[src/hdl/mspd_pkg.sv]
package mspd_pkg;

  localparam int MUL_W    = 33;
  localparam int PROD_W   = 2 * MUL_W;
  localparam int DIV_Q_W  = 48;
  localparam int FRAC_W   = 16;

  localparam logic [14:0] SPEED_PER_COUNT = 15'd31416;

  typedef logic [2:0] reg_idx_t;
  localparam reg_idx_t REG_SETPOINT = 3'd0;
  localparam reg_idx_t REG_RADIUS   = 3'd1;
  localparam reg_idx_t REG_FF_GAIN  = 3'd2;
  localparam reg_idx_t REG_P_GAIN   = 3'd3;
  localparam reg_idx_t REG_I_GAIN   = 3'd4;
  localparam reg_idx_t REG_D_GAIN   = 3'd5;
  localparam reg_idx_t REG_I_LIMIT  = 3'd6;
  localparam reg_idx_t REG_INVERT   = 3'd7;

  typedef struct packed {
    logic busy;
    logic done;
  } unit_stat_t;

  function automatic logic signed [31:0] sat32(input logic signed [63:0] v);
    logic signed [31:0] r;
    if (v > 64'sd2147483647) r = 32'sh7fffffff;
    else if (v < -64'sd2147483648) r = 32'sh80000000;
    else r = v[31:0];
    return r;
  endfunction

endpackage

[src/hdl/motor_speed_pid_drive_top.sv]
// Speed regulator and H-bridge drive for one DC wheel motor. Each item (encoder count,
// time step, link and enable flags) yields one result: wheel speed in signed Q16.16,
// the PWM compare value and the bridge pin levels. One item is worked on at a time;
// an item's six products go in turn through one bit-serial 33-bit multiplier, and
// the bit-serial derivative divider runs alongside the middle products. Gains and
// limits are to be written over the APB port only while the block is idle; the
// block itself does not enforce it.
module motor_speed_pid_drive_top #(
  parameter int PWM_PERIOD    = 14399,
  parameter int COMPARE_SCALE = 1
) (
  input  logic               clk,
  input  logic               rst,
  input  logic               in_valid,
  output logic               in_ready,
  input  logic signed [31:0] encoder_count,
  input  logic        [31:0] time_step,
  input  logic               link_connected,
  input  logic               drive_enable,
  output logic               out_valid,
  input  logic               out_ready,
  output logic signed [31:0] measured_speed,
  output logic        [14:0] duty_compare,
  output logic               dir_a,
  output logic               dir_b,
  output logic               bridge_enabled,
  output logic               drive_status,
  input  logic               psel,
  input  logic               penable,
  input  logic               pwrite,
  input  logic        [4:0]  paddr,
  input  logic        [31:0] pwdata,
  output logic        [31:0] prdata,
  output logic               pready
);

  localparam int W = mspd_pkg::MUL_W;

  typedef enum logic [3:0] {
    ST_IDLE, ST_MEAS, ST_ERR, ST_INT, ST_FF, ST_KP, ST_KI, ST_KD, ST_DRV, ST_OUT
  } state_t;

  state_t state;

  logic signed [31:0] setpoint;
  logic        [30:0] radius;
  logic signed [31:0] ff_gain;
  logic signed [31:0] p_gain;
  logic signed [31:0] i_gain;
  logic signed [31:0] d_gain;
  logic        [30:0] i_limit;
  logic               invert;

  logic signed [31:0] enc;
  logic        [31:0] dt;
  logic               conn;
  logic               en;
  logic signed [31:0] meas;
  logic signed [31:0] err;
  logic signed [31:0] integral;
  logic signed [31:0] prev_err;
  logic signed [51:0] sum;
  logic signed [17:0] drive;
  logic               issued;

  logic        [14:0] held_compare;
  logic               held_dir_a;
  logic               held_dir_b;
  logic               held_bridge;

  logic signed [47:0] enc_full;
  logic signed [31:0] target;
  logic signed [W-1:0] mul_a;
  logic        [W-1:0] mul_b;
  logic               mul_start;
  mspd_pkg::unit_stat_t mul_stat;
  logic signed [mspd_pkg::PROD_W-1:0] mul_prod;
  logic signed [49:0] term;
  logic signed [31:0] meas_raw;
  logic signed [31:0] meas_neg;
  logic signed [31:0] err_c;
  logic signed [32:0] diff;
  logic               div_start;
  mspd_pkg::unit_stat_t div_stat;
  logic signed [31:0] deriv;
  logic signed [50:0] integ_c;
  logic signed [50:0] lim_pos;
  logic signed [35:0] drive_q;
  logic signed [35:0] drive_t;
  logic        [16:0] drive_mag;
  logic        [14:0] cmp_val;
  logic               apb_wr;
  logic               mul_state;

  assign enc_full = encoder_count * $signed({1'b0, mspd_pkg::SPEED_PER_COUNT});
  assign target   = conn ? setpoint : 32'sd0;
  assign term     = mul_prod[mspd_pkg::PROD_W-1:mspd_pkg::FRAC_W];

  always_comb begin
    mul_a = W'(enc);
    mul_b = {2'b00, radius};
    case (state)
      ST_INT: begin mul_a = W'(err);     mul_b = {1'b0, dt}; end
      ST_FF:  begin mul_a = W'(ff_gain); mul_b = W'(target); end
      ST_KP:  begin mul_a = W'(p_gain);  mul_b = W'(err); end
      ST_KI:  begin mul_a = W'(i_gain);  mul_b = W'(integral); end
      ST_KD:  begin mul_a = W'(d_gain);  mul_b = W'(deriv); end
      default: begin end
    endcase
  end

  assign mul_state = (state == ST_MEAS) || (state == ST_INT) || (state == ST_FF) ||
                     (state == ST_KP) || (state == ST_KI) || (state == ST_KD);
  assign mul_start = mul_state && !issued && !((state == ST_KD) && div_stat.busy);

  always_comb begin
    meas_raw  = mspd_pkg::sat32(64'(term));
    meas_neg  = mspd_pkg::sat32(-64'(meas_raw));
    err_c     = mspd_pkg::sat32(64'(target) - 64'(meas));
    diff      = 33'(err_c) - 33'(prev_err);
    div_start = (state == ST_ERR);
    integ_c   = 51'(integral) + 51'(term);
    lim_pos   = 51'($signed({1'b0, i_limit}));
    drive_q   = sum[51:16];
    if (sum < 0 && sum[15:0] != '0) drive_t = drive_q + 36'sd1;
    else drive_t = drive_q;
    drive_mag = drive[17] ? 17'(-drive) : 17'(drive);
    cmp_val   = 15'(32'(drive_mag) * COMPARE_SCALE);
  end

  mspd_mul u_mul (
    .clk   (clk),
    .rst   (rst),
    .start (mul_start),
    .a     (mul_a),
    .b     (mul_b),
    .stat  (mul_stat),
    .prod  (mul_prod)
  );

  mspd_div u_div (
    .clk   (clk),
    .rst   (rst),
    .start (div_start),
    .diff  (diff),
    .dt    (dt),
    .stat  (div_stat),
    .deriv (deriv)
  );

  assign apb_wr = psel && penable && pwrite;
  assign pready = 1'b1;

  always_ff @(posedge clk) begin
    if (rst) begin
      setpoint <= '0;
      radius   <= '0;
      ff_gain  <= '0;
      p_gain   <= '0;
      i_gain   <= '0;
      d_gain   <= '0;
      i_limit  <= '0;
      invert   <= 1'b0;
    end else if (apb_wr) begin
      case (paddr[4:2])
        mspd_pkg::REG_SETPOINT: setpoint <= pwdata;
        mspd_pkg::REG_RADIUS:   radius   <= pwdata[30:0];
        mspd_pkg::REG_FF_GAIN:  ff_gain  <= pwdata;
        mspd_pkg::REG_P_GAIN:   p_gain   <= pwdata;
        mspd_pkg::REG_I_GAIN:   i_gain   <= pwdata;
        mspd_pkg::REG_D_GAIN:   d_gain   <= pwdata;
        mspd_pkg::REG_I_LIMIT:  i_limit  <= pwdata[30:0];
        mspd_pkg::REG_INVERT:   invert   <= pwdata[0];
        default: begin end
      endcase
    end
  end

  always_comb begin
    case (paddr[4:2])
      mspd_pkg::REG_SETPOINT: prdata = setpoint;
      mspd_pkg::REG_RADIUS:   prdata = {1'b0, radius};
      mspd_pkg::REG_FF_GAIN:  prdata = ff_gain;
      mspd_pkg::REG_P_GAIN:   prdata = p_gain;
      mspd_pkg::REG_I_GAIN:   prdata = i_gain;
      mspd_pkg::REG_D_GAIN:   prdata = d_gain;
      mspd_pkg::REG_I_LIMIT:  prdata = {1'b0, i_limit};
      mspd_pkg::REG_INVERT:   prdata = {31'd0, invert};
      default:                prdata = '0;
    endcase
  end

  assign in_ready = (state == ST_IDLE);

  always_ff @(posedge clk) begin
    if (rst) begin
      state        <= ST_IDLE;
      issued       <= 1'b0;
      out_valid    <= 1'b0;
      integral     <= '0;
      prev_err     <= '0;
      held_compare <= '0;
      held_dir_a   <= 1'b0;
      held_dir_b   <= 1'b0;
      held_bridge  <= 1'b0;
    end else begin
      if (out_valid && out_ready && state != ST_OUT) out_valid <= 1'b0;
      if (mul_start) issued <= 1'b1;
      case (state)
        ST_IDLE: begin
          if (in_valid) begin
            enc   <= mspd_pkg::sat32(64'(enc_full));
            dt    <= time_step;
            conn  <= link_connected;
            en    <= drive_enable;
            state <= ST_MEAS;
          end
        end
        ST_MEAS: begin
          if (mul_stat.done) begin
            issued <= 1'b0;
            meas   <= invert ? meas_neg : meas_raw;
            state  <= ST_ERR;
          end
        end
        ST_ERR: begin
          err      <= err_c;
          prev_err <= err_c;
          sum      <= '0;
          state    <= ST_INT;
        end
        ST_INT: begin
          if (mul_stat.done) begin
            issued <= 1'b0;
            if (integ_c > lim_pos) integral <= 32'(lim_pos);
            else if (integ_c < -lim_pos) integral <= 32'(-lim_pos);
            else integral <= integ_c[31:0];
            state <= ST_FF;
          end
        end
        ST_FF, ST_KP, ST_KI, ST_KD: begin
          if (mul_stat.done) begin
            issued <= 1'b0;
            sum    <= sum + 52'(term);
            case (state)
              ST_FF:   state <= ST_KP;
              ST_KP:   state <= ST_KI;
              ST_KI:   state <= ST_KD;
              default: state <= ST_DRV;
            endcase
          end
        end
        ST_DRV: begin
          if (drive_t > 36'(PWM_PERIOD)) drive <= 18'(PWM_PERIOD);
          else if (drive_t < -36'(PWM_PERIOD)) drive <= -18'(PWM_PERIOD);
          else drive <= drive_t[17:0];
          state <= ST_OUT;
        end
        ST_OUT: begin
          if (!out_valid || out_ready) begin
            out_valid      <= 1'b1;
            measured_speed <= meas;
            drive_status   <= en && (drive == 0);
            state          <= ST_IDLE;
            if (!en) begin
              held_dir_a     <= 1'b0;
              held_dir_b     <= 1'b1;
              held_compare   <= '0;
              dir_a          <= 1'b0;
              dir_b          <= 1'b1;
              duty_compare   <= '0;
              bridge_enabled <= held_bridge;
            end else begin
              held_bridge    <= 1'b1;
              bridge_enabled <= 1'b1;
              if (drive > 0) begin
                held_dir_a   <= 1'b1;
                held_dir_b   <= 1'b0;
                held_compare <= cmp_val;
                dir_a        <= 1'b1;
                dir_b        <= 1'b0;
                duty_compare <= cmp_val;
              end else if (drive < 0) begin
                held_dir_a   <= 1'b0;
                held_dir_b   <= 1'b1;
                held_compare <= cmp_val;
                dir_a        <= 1'b0;
                dir_b        <= 1'b1;
                duty_compare <= cmp_val;
              end else begin
                dir_a        <= held_dir_a;
                dir_b        <= held_dir_b;
                duty_compare <= held_compare;
              end
            end
          end
        end
        default: state <= ST_IDLE;
      endcase
    end
  end

  a_accept_starts: assert property (@(posedge clk) disable iff (rst)
    in_valid && in_ready |=> state == ST_MEAS)
    else $error("accepted item did not start the speed product");

  a_pins_exclusive: assert property (@(posedge clk) disable iff (rst)
    out_valid |-> !(dir_a && dir_b))
    else $error("both bridge inputs high");

  a_kept_implies_bridge: assert property (@(posedge clk) disable iff (rst)
    out_valid && drive_status |-> bridge_enabled)
    else $error("zero drive kept without bridge enabled");

  a_drive_clamped: assert property (@(posedge clk) disable iff (rst)
    state == ST_OUT |-> drive <= 18'(PWM_PERIOD) && drive >= -18'(PWM_PERIOD))
    else $error("drive outside PWM period");

endmodule

[src/hdl/mspd_mul.sv]
module mspd_mul (
  input  logic                                clk,
  input  logic                                rst,
  input  logic                                start,
  input  logic signed [mspd_pkg::MUL_W-1:0]   a,
  input  logic        [mspd_pkg::MUL_W-1:0]   b,
  output mspd_pkg::unit_stat_t                stat,
  output logic signed [mspd_pkg::PROD_W-1:0]  prod
);

  localparam int W = mspd_pkg::MUL_W;

  logic signed [W:0]   hi;
  logic        [W-1:0] lo;
  logic signed [W-1:0] a_r;
  logic        [5:0]   cnt;
  logic                busy;
  logic                done;
  logic signed [W+1:0] addend;
  logic signed [W+1:0] hi_ext;
  logic signed [W+1:0] sum;
  logic        [2*W:0] full;

  // shift-add, one multiplier bit per cycle; the top bit carries negative weight
  always_comb begin
    addend = lo[0] ? {{2{a_r[W-1]}}, a_r} : '0;
    hi_ext = {hi[W], hi};
    if (cnt == 6'(W - 1)) sum = hi_ext - addend;
    else sum = hi_ext + addend;
  end

  always_ff @(posedge clk) begin
    if (rst) begin
      busy <= 1'b0;
      done <= 1'b0;
      cnt  <= '0;
    end else begin
      done <= 1'b0;
      if (start) begin
        hi   <= '0;
        lo   <= b;
        a_r  <= a;
        cnt  <= '0;
        busy <= 1'b1;
      end else if (busy) begin
        hi  <= sum[W+1:1];
        lo  <= {sum[0], lo[W-1:1]};
        cnt <= cnt + 6'd1;
        if (cnt == 6'(W - 1)) begin
          busy <= 1'b0;
          done <= 1'b1;
        end
      end
    end
  end

  assign full      = {hi, lo};
  assign prod      = $signed(full[2*W-1:0]);
  assign stat.busy = busy;
  assign stat.done = done;

endmodule

[src/hdl/mspd_div.sv]
module mspd_div (
  input  logic                        clk,
  input  logic                        rst,
  input  logic                        start,
  input  logic signed [32:0]          diff,
  input  logic        [31:0]          dt,
  output mspd_pkg::unit_stat_t        stat,
  output logic signed [31:0]          deriv
);

  localparam int QW = mspd_pkg::DIV_Q_W;

  logic          neg;
  logic [31:0]   rem;
  logic [QW-1:0] q;
  logic [31:0]   d;
  logic [5:0]    cnt;
  logic          busy;
  logic          done;
  logic [32:0]   r2;
  logic          ge;
  logic [32:0]   r2_sub;
  logic [QW-1:0] qn;
  logic [32:0]   mag;

  // restoring division of |diff|*2^16 by dt, one quotient bit per cycle
  always_comb begin
    r2     = {rem, q[QW-1]};
    ge     = r2 >= {1'b0, d};
    r2_sub = r2 - {1'b0, d};
    qn     = {q[QW-2:0], ge};
    mag    = diff[32] ? 33'(-diff) : 33'(diff);
  end

  always_ff @(posedge clk) begin
    if (rst) begin
      busy <= 1'b0;
      done <= 1'b0;
      cnt  <= '0;
    end else begin
      done <= 1'b0;
      if (start) begin
        neg <= diff[32];
        rem <= '0;
        q   <= {mag[31:0], 16'h0000};
        d   <= dt;
        cnt <= '0;
        if (dt == '0) begin
          done <= 1'b1;
          if (diff[32]) deriv <= 32'sh80000000;
          else if (diff != '0) deriv <= 32'sh7fffffff;
          else deriv <= '0;
        end else begin
          busy <= 1'b1;
        end
      end else if (busy) begin
        rem <= ge ? r2_sub[31:0] : r2[31:0];
        q   <= qn;
        cnt <= cnt + 6'd1;
        if (cnt == 6'(QW - 1)) begin
          busy <= 1'b0;
          done <= 1'b1;
          if (neg) begin
            if (qn >= QW'(64'h80000000)) deriv <= 32'sh80000000;
            else deriv <= -$signed({1'b0, qn[30:0]});
          end else begin
            if (qn > QW'(64'h7fffffff)) deriv <= 32'sh7fffffff;
            else deriv <= $signed(qn[31:0]);
          end
        end
      end
    end
  end

  assign stat.busy = busy;
  assign stat.done = done;

endmodule
[config.mk]
export PLATFORM = sky130hd
export DESIGN_NAME = motor_speed_pid_drive_top
export DESIGN_NICKNAME = d
export VERILOG_FILES = /design/src/hdl/mspd_pkg.sv /design/src/hdl/motor_speed_pid_drive_top.sv /design/src/hdl/mspd_mul.sv /design/src/hdl/mspd_div.sv
export SDC_FILE = /design/constraint.sdc
export NUM_CORES = 2
export LEC_CHECK = 0
export ABC_AREA = 1
export BUFFER_PORTS_ARGS = -buffer_cell sky130_fd_sc_hd__buf_2
export CAP_MARGIN = 20
export CORE_MARGIN = 4
export CORE_UTILIZATION = 42
export CTS_BUF_LIST = sky130_fd_sc_hd__clkbuf_8
export DETAILED_ROUTE_END_ITERATION = 10
export HOLD_SLACK_MARGIN = 0.03
export SYNTH_ARGS = -nofsm -noshare
export SYNTH_HDL_FRONTEND = slang
export SYNTH_SLANG_ARGS = --single-unit
[constraint.sdc]
create_clock -name clk -period 9.5 [get_ports clk]
set_input_delay 0.95 -clock clk [delete_from_list [all_inputs] [get_ports clk]]
set_output_delay 0.95 -clock clk [all_outputs]
set_load 0.01 [all_outputs]
==> impl_results.md <==
* Largest net degree at the start of global routing at 99
* Setup Skew at 45.7 ps
* Synthesized flop and latch total at 819
* Post-CTS sizing at 0
* Total Wirelength at 246,000 um
* Worst hold path type: in2reg
* Clk Latency, worst-skew pair at 920 ps
* Die height at 405 um
* Startpoint Class: flop
* Initial core utilization at 0.423
* Dpl hpwl at 195,000 um
* CTS tree: yes
* Synthesized net count at 9,811
* Crit share post-route at 0.848
* Crit-path max FO at 32
* CTS hold repair buffers at 0
* FFs w/ async S/R, synth at 0
* Post-synthesis adder-cell area fraction at 0.154
* WL met3 at 22,000 um
* F_max at 124 MHz
* Total congestion overflow at 0
* Pleak at 33.6 nW
* Area fraction in compound gates after synthesis at 0.167
* Clock slew at reported path FFs at 60 ps
* Synth Instances at 9,018
* Filler Cell Count at 15,976
* RSZ-0062 raised after global routing: no
* Slowest-stage cell, CP: inv_1
* Row count at 145
* Crit-path most repeated cell: nand2_1
* Syn Area/Cell at 7.35 um2
* Core ar. at 0.157 mm2
* Initial antenna violation count at 18
* Detailed Routing Iterations Pass 1 at 6
* Power per cell area at 306 mW/mm2
* Req. time, crit path at 10,140 ps
* Arrival time worst endpoint at 8700 ps
* Slew HR at 0.254
* Critical path type: reg2reg
* Number of max-cap violations at 0
* Register area share after synthesis at 0.322
* # clock sinks at 819
* Largest family of logic cells by synthesized area: simple AND/OR/NAND/NOR gates
* Post-CTS setup buffer count at 0
* Via count at 62,940
* Inserted Clock Buffers at 149
* GRT Resource Usage Total at 0.292
* Final Slew Violations at 0
* XOR/XNOR share of the synthesized area at 0.0399
* CTS H-tree depth at 4
* First-pass GRT wire length at 364,000 um
* Routed Antenna Nets at 0
* Final Hold Slack at 208 ps
* Synth unique cells at 63
* Max incr delay on CP at 910 ps
* Post-synth EDFFs at 493
* Non-filler instance count after layout at 11,352
* Synth Flop Type: edfxtp_1
* Design Power at 0.0222 W
* Synthesis warning total at 0
* Root Driver: clkbuf_8
* Final Util at 0.463
* VDD IR max at 0.000260 V
* Wire per inst at 21.6 um
* Mux contribution to synthesized area at 0
* Area Growth Syn to Fin at 9.48%
* Vias in the first global route at 59,216
* Status: completed
* Synthesized cell area at 0.0663 mm2
* Port Buffers at 192
* Simple-gate share of the synthesized area at 0.215
* Tmin final at 8060 ps
* Setup Viol. Count Final at 0
* Crit end category: flop
* DR vias/cell at 5.54
* Worst Tran Pin Value at 1120 ps
* Routability cong. at 1.02
* Max layer used: met5
* Routed length on met1 at 107,000 um
* Endpoints failing hold at 0
* Initial drt markers at 6,363
* I/O Pins at 196
* Fin Setup TNS at 0 ps
* Final #Nets at 9,952
* # placed instances at 11,064
* Layout cell share with drive strength beyond 1 at 0.0611
* Drt drc at 0
* Die ar. at 0.164 mm2
* Die W at 405 um
* Met2 wire len at 104,000 um
* Clock Path Buffers at 3
==> placed cells by master, fill, tap and decap left out, types with 48 or more instances in the layout <==
| cell type | n |
|---|---|
| a221oi_1 | 71 |
| o211ai_1 | 69 |
| clkbuf_8 | 173 |
| dfxtp_1 | 326 |
| ha_1 | 465 |
| xnor2_1 | 93 |
| a31oi_1 | 55 |
| o22ai_1 | 123 |
| nor4_1 | 48 |
| nand3_1 | 303 |
| fa_1 | 218 |
| inv_1 | 1545 |
| a21oi_1 | 789 |
| edfxtp_1 | 493 |
| nand2_1 | 2017 |
| o21ai_0 | 665 |
| buf_2 | 192 |
| nand4_1 | 124 |
| buf_4 | 58 |
| xor2_1 | 207 |
| nor2_1 | 736 |
| nor3_1 | 111 |
==> routing by layer <==
layer | vias to the layer above | GRT usage
li1 | 30135 | -
met1 | 29714 | 0.402
met2 | 2613 | 0.444
met3 | 474 | 0.0621
met4 | 4 | 0.127
met5 | - | 0
==> per-stage QoR <==
| stage | instance area, um2 | setup WS, ps |
|---|---|---|
| 6_report | 72600 | 1440 |
| 3_5_place_dp | 69300 | 1490 |
| 5_1_grt | 72500 | 516 |
| 4_1_cts | 72500 | 1470 |
| 3_3_place_gp | 69300 | 1560 |
| 2_1_floorplan | 66300 | 1560 |
==> synthesized netlist by cell type, drive strengths merged, types with 51 or more instances <==
| library cell | instances | share of area |
|---|---|---|
| dfxtp | 326 | 0.098 |
| fa | 218 | 0.066 |
| xnor2 | 93 | 0.012 |
| o22ai | 123 | 0.012 |
| buf | 58 | 0.0050 |
| o21ai | 696 | 0.053 |
| a221oi | 71 | 0.0094 |
| nor3 | 124 | 0.010 |
| xor2 | 208 | 0.028 |
| nand2 | 2027 | 0.12 |
| ha | 465 | 0.088 |
| nand4 | 124 | 0.012 |
| nand3 | 306 | 0.023 |
| clkbuf | 204 | 0.012 |
| edfxtp | 493 | 0.22 |
| a31oi | 55 | 0.0052 |
| a21oi | 791 | 0.060 |
| o211ai | 69 | 0.0078 |
| inv | 1516 | 0.086 |
| nor2 | 756 | 0.043 |
| nor4 | 51 | 0.0049 |
==> report_power, final <==
group	switching, W	internal, W
Combinational	0.00874	0.00437
Sequential	0.000713	0.00470
Clock	0.00172	0.00197
==> final cells by class <==
| cell class | count | area, um2 | share of cell area |
|---|---|---|---|
| antenna | 10 | 25.0 | 0.000345 |
| clock buffer | 173 | 2380 | 0.0328 |
| clock inverter | 103 | 810 | 0.0112 |
| inverter | 1526 | 5730 | 0.0790 |
| multi-input combinational | 6411 | 38300 | 0.527 |
| sequential | 819 | 21300 | 0.294 |
| tap | 2058 | 2570 | 0.0355 |
| timing repair buffer | 252 | 1440 | 0.0199 |
==> critical path: cells and delay by family, from the launching register on <==
| kind | cells | cell delay, ps |
|---|---|---|
| compound gates | 10 | 1960 |
| flops | 1 | 320 |
| fa+ha+maj | 4 | 1080 |
| buf+inv | 5 | 1510 |
| simple gates | 17 | 2670 |
| xor+xnor | 1 | 210 |
==> path summary, 6_finish.rpt <==
| kind | endpoint | cells past startpoint | slack, ps | startpoint |
|---|---|---|---|---|
| hold reg to reg | measured_speed[25] | 0 | 450 | meas[25] |
| setup / recovery | u_div.q[31] | 37 | 1440 | conn |
| hold / removal | dt[31] | 1 | 210 | time_step[31] |
| setup reg to reg | u_div.q[31] | 37 | 1440 | conn |
==> cell families after synthesis <==
kind of cell | after synthesis
other | 1
AO/OA/AOI/OAI | 1976
adder cells (fa/ha/maj) | 683
buffers and inverters | 1788
AND/OR/NAND/NOR | 3450
XOR/XNOR | 301
flip-flops | 819
==> registers in the layout, indices dropped and copies added (netlist names), 33 cells and up <==
signal	count
u_mul.lo	33
sum	52
u_div.q	48
u_mul.hi	34
(Power assumes the default switching activity.)
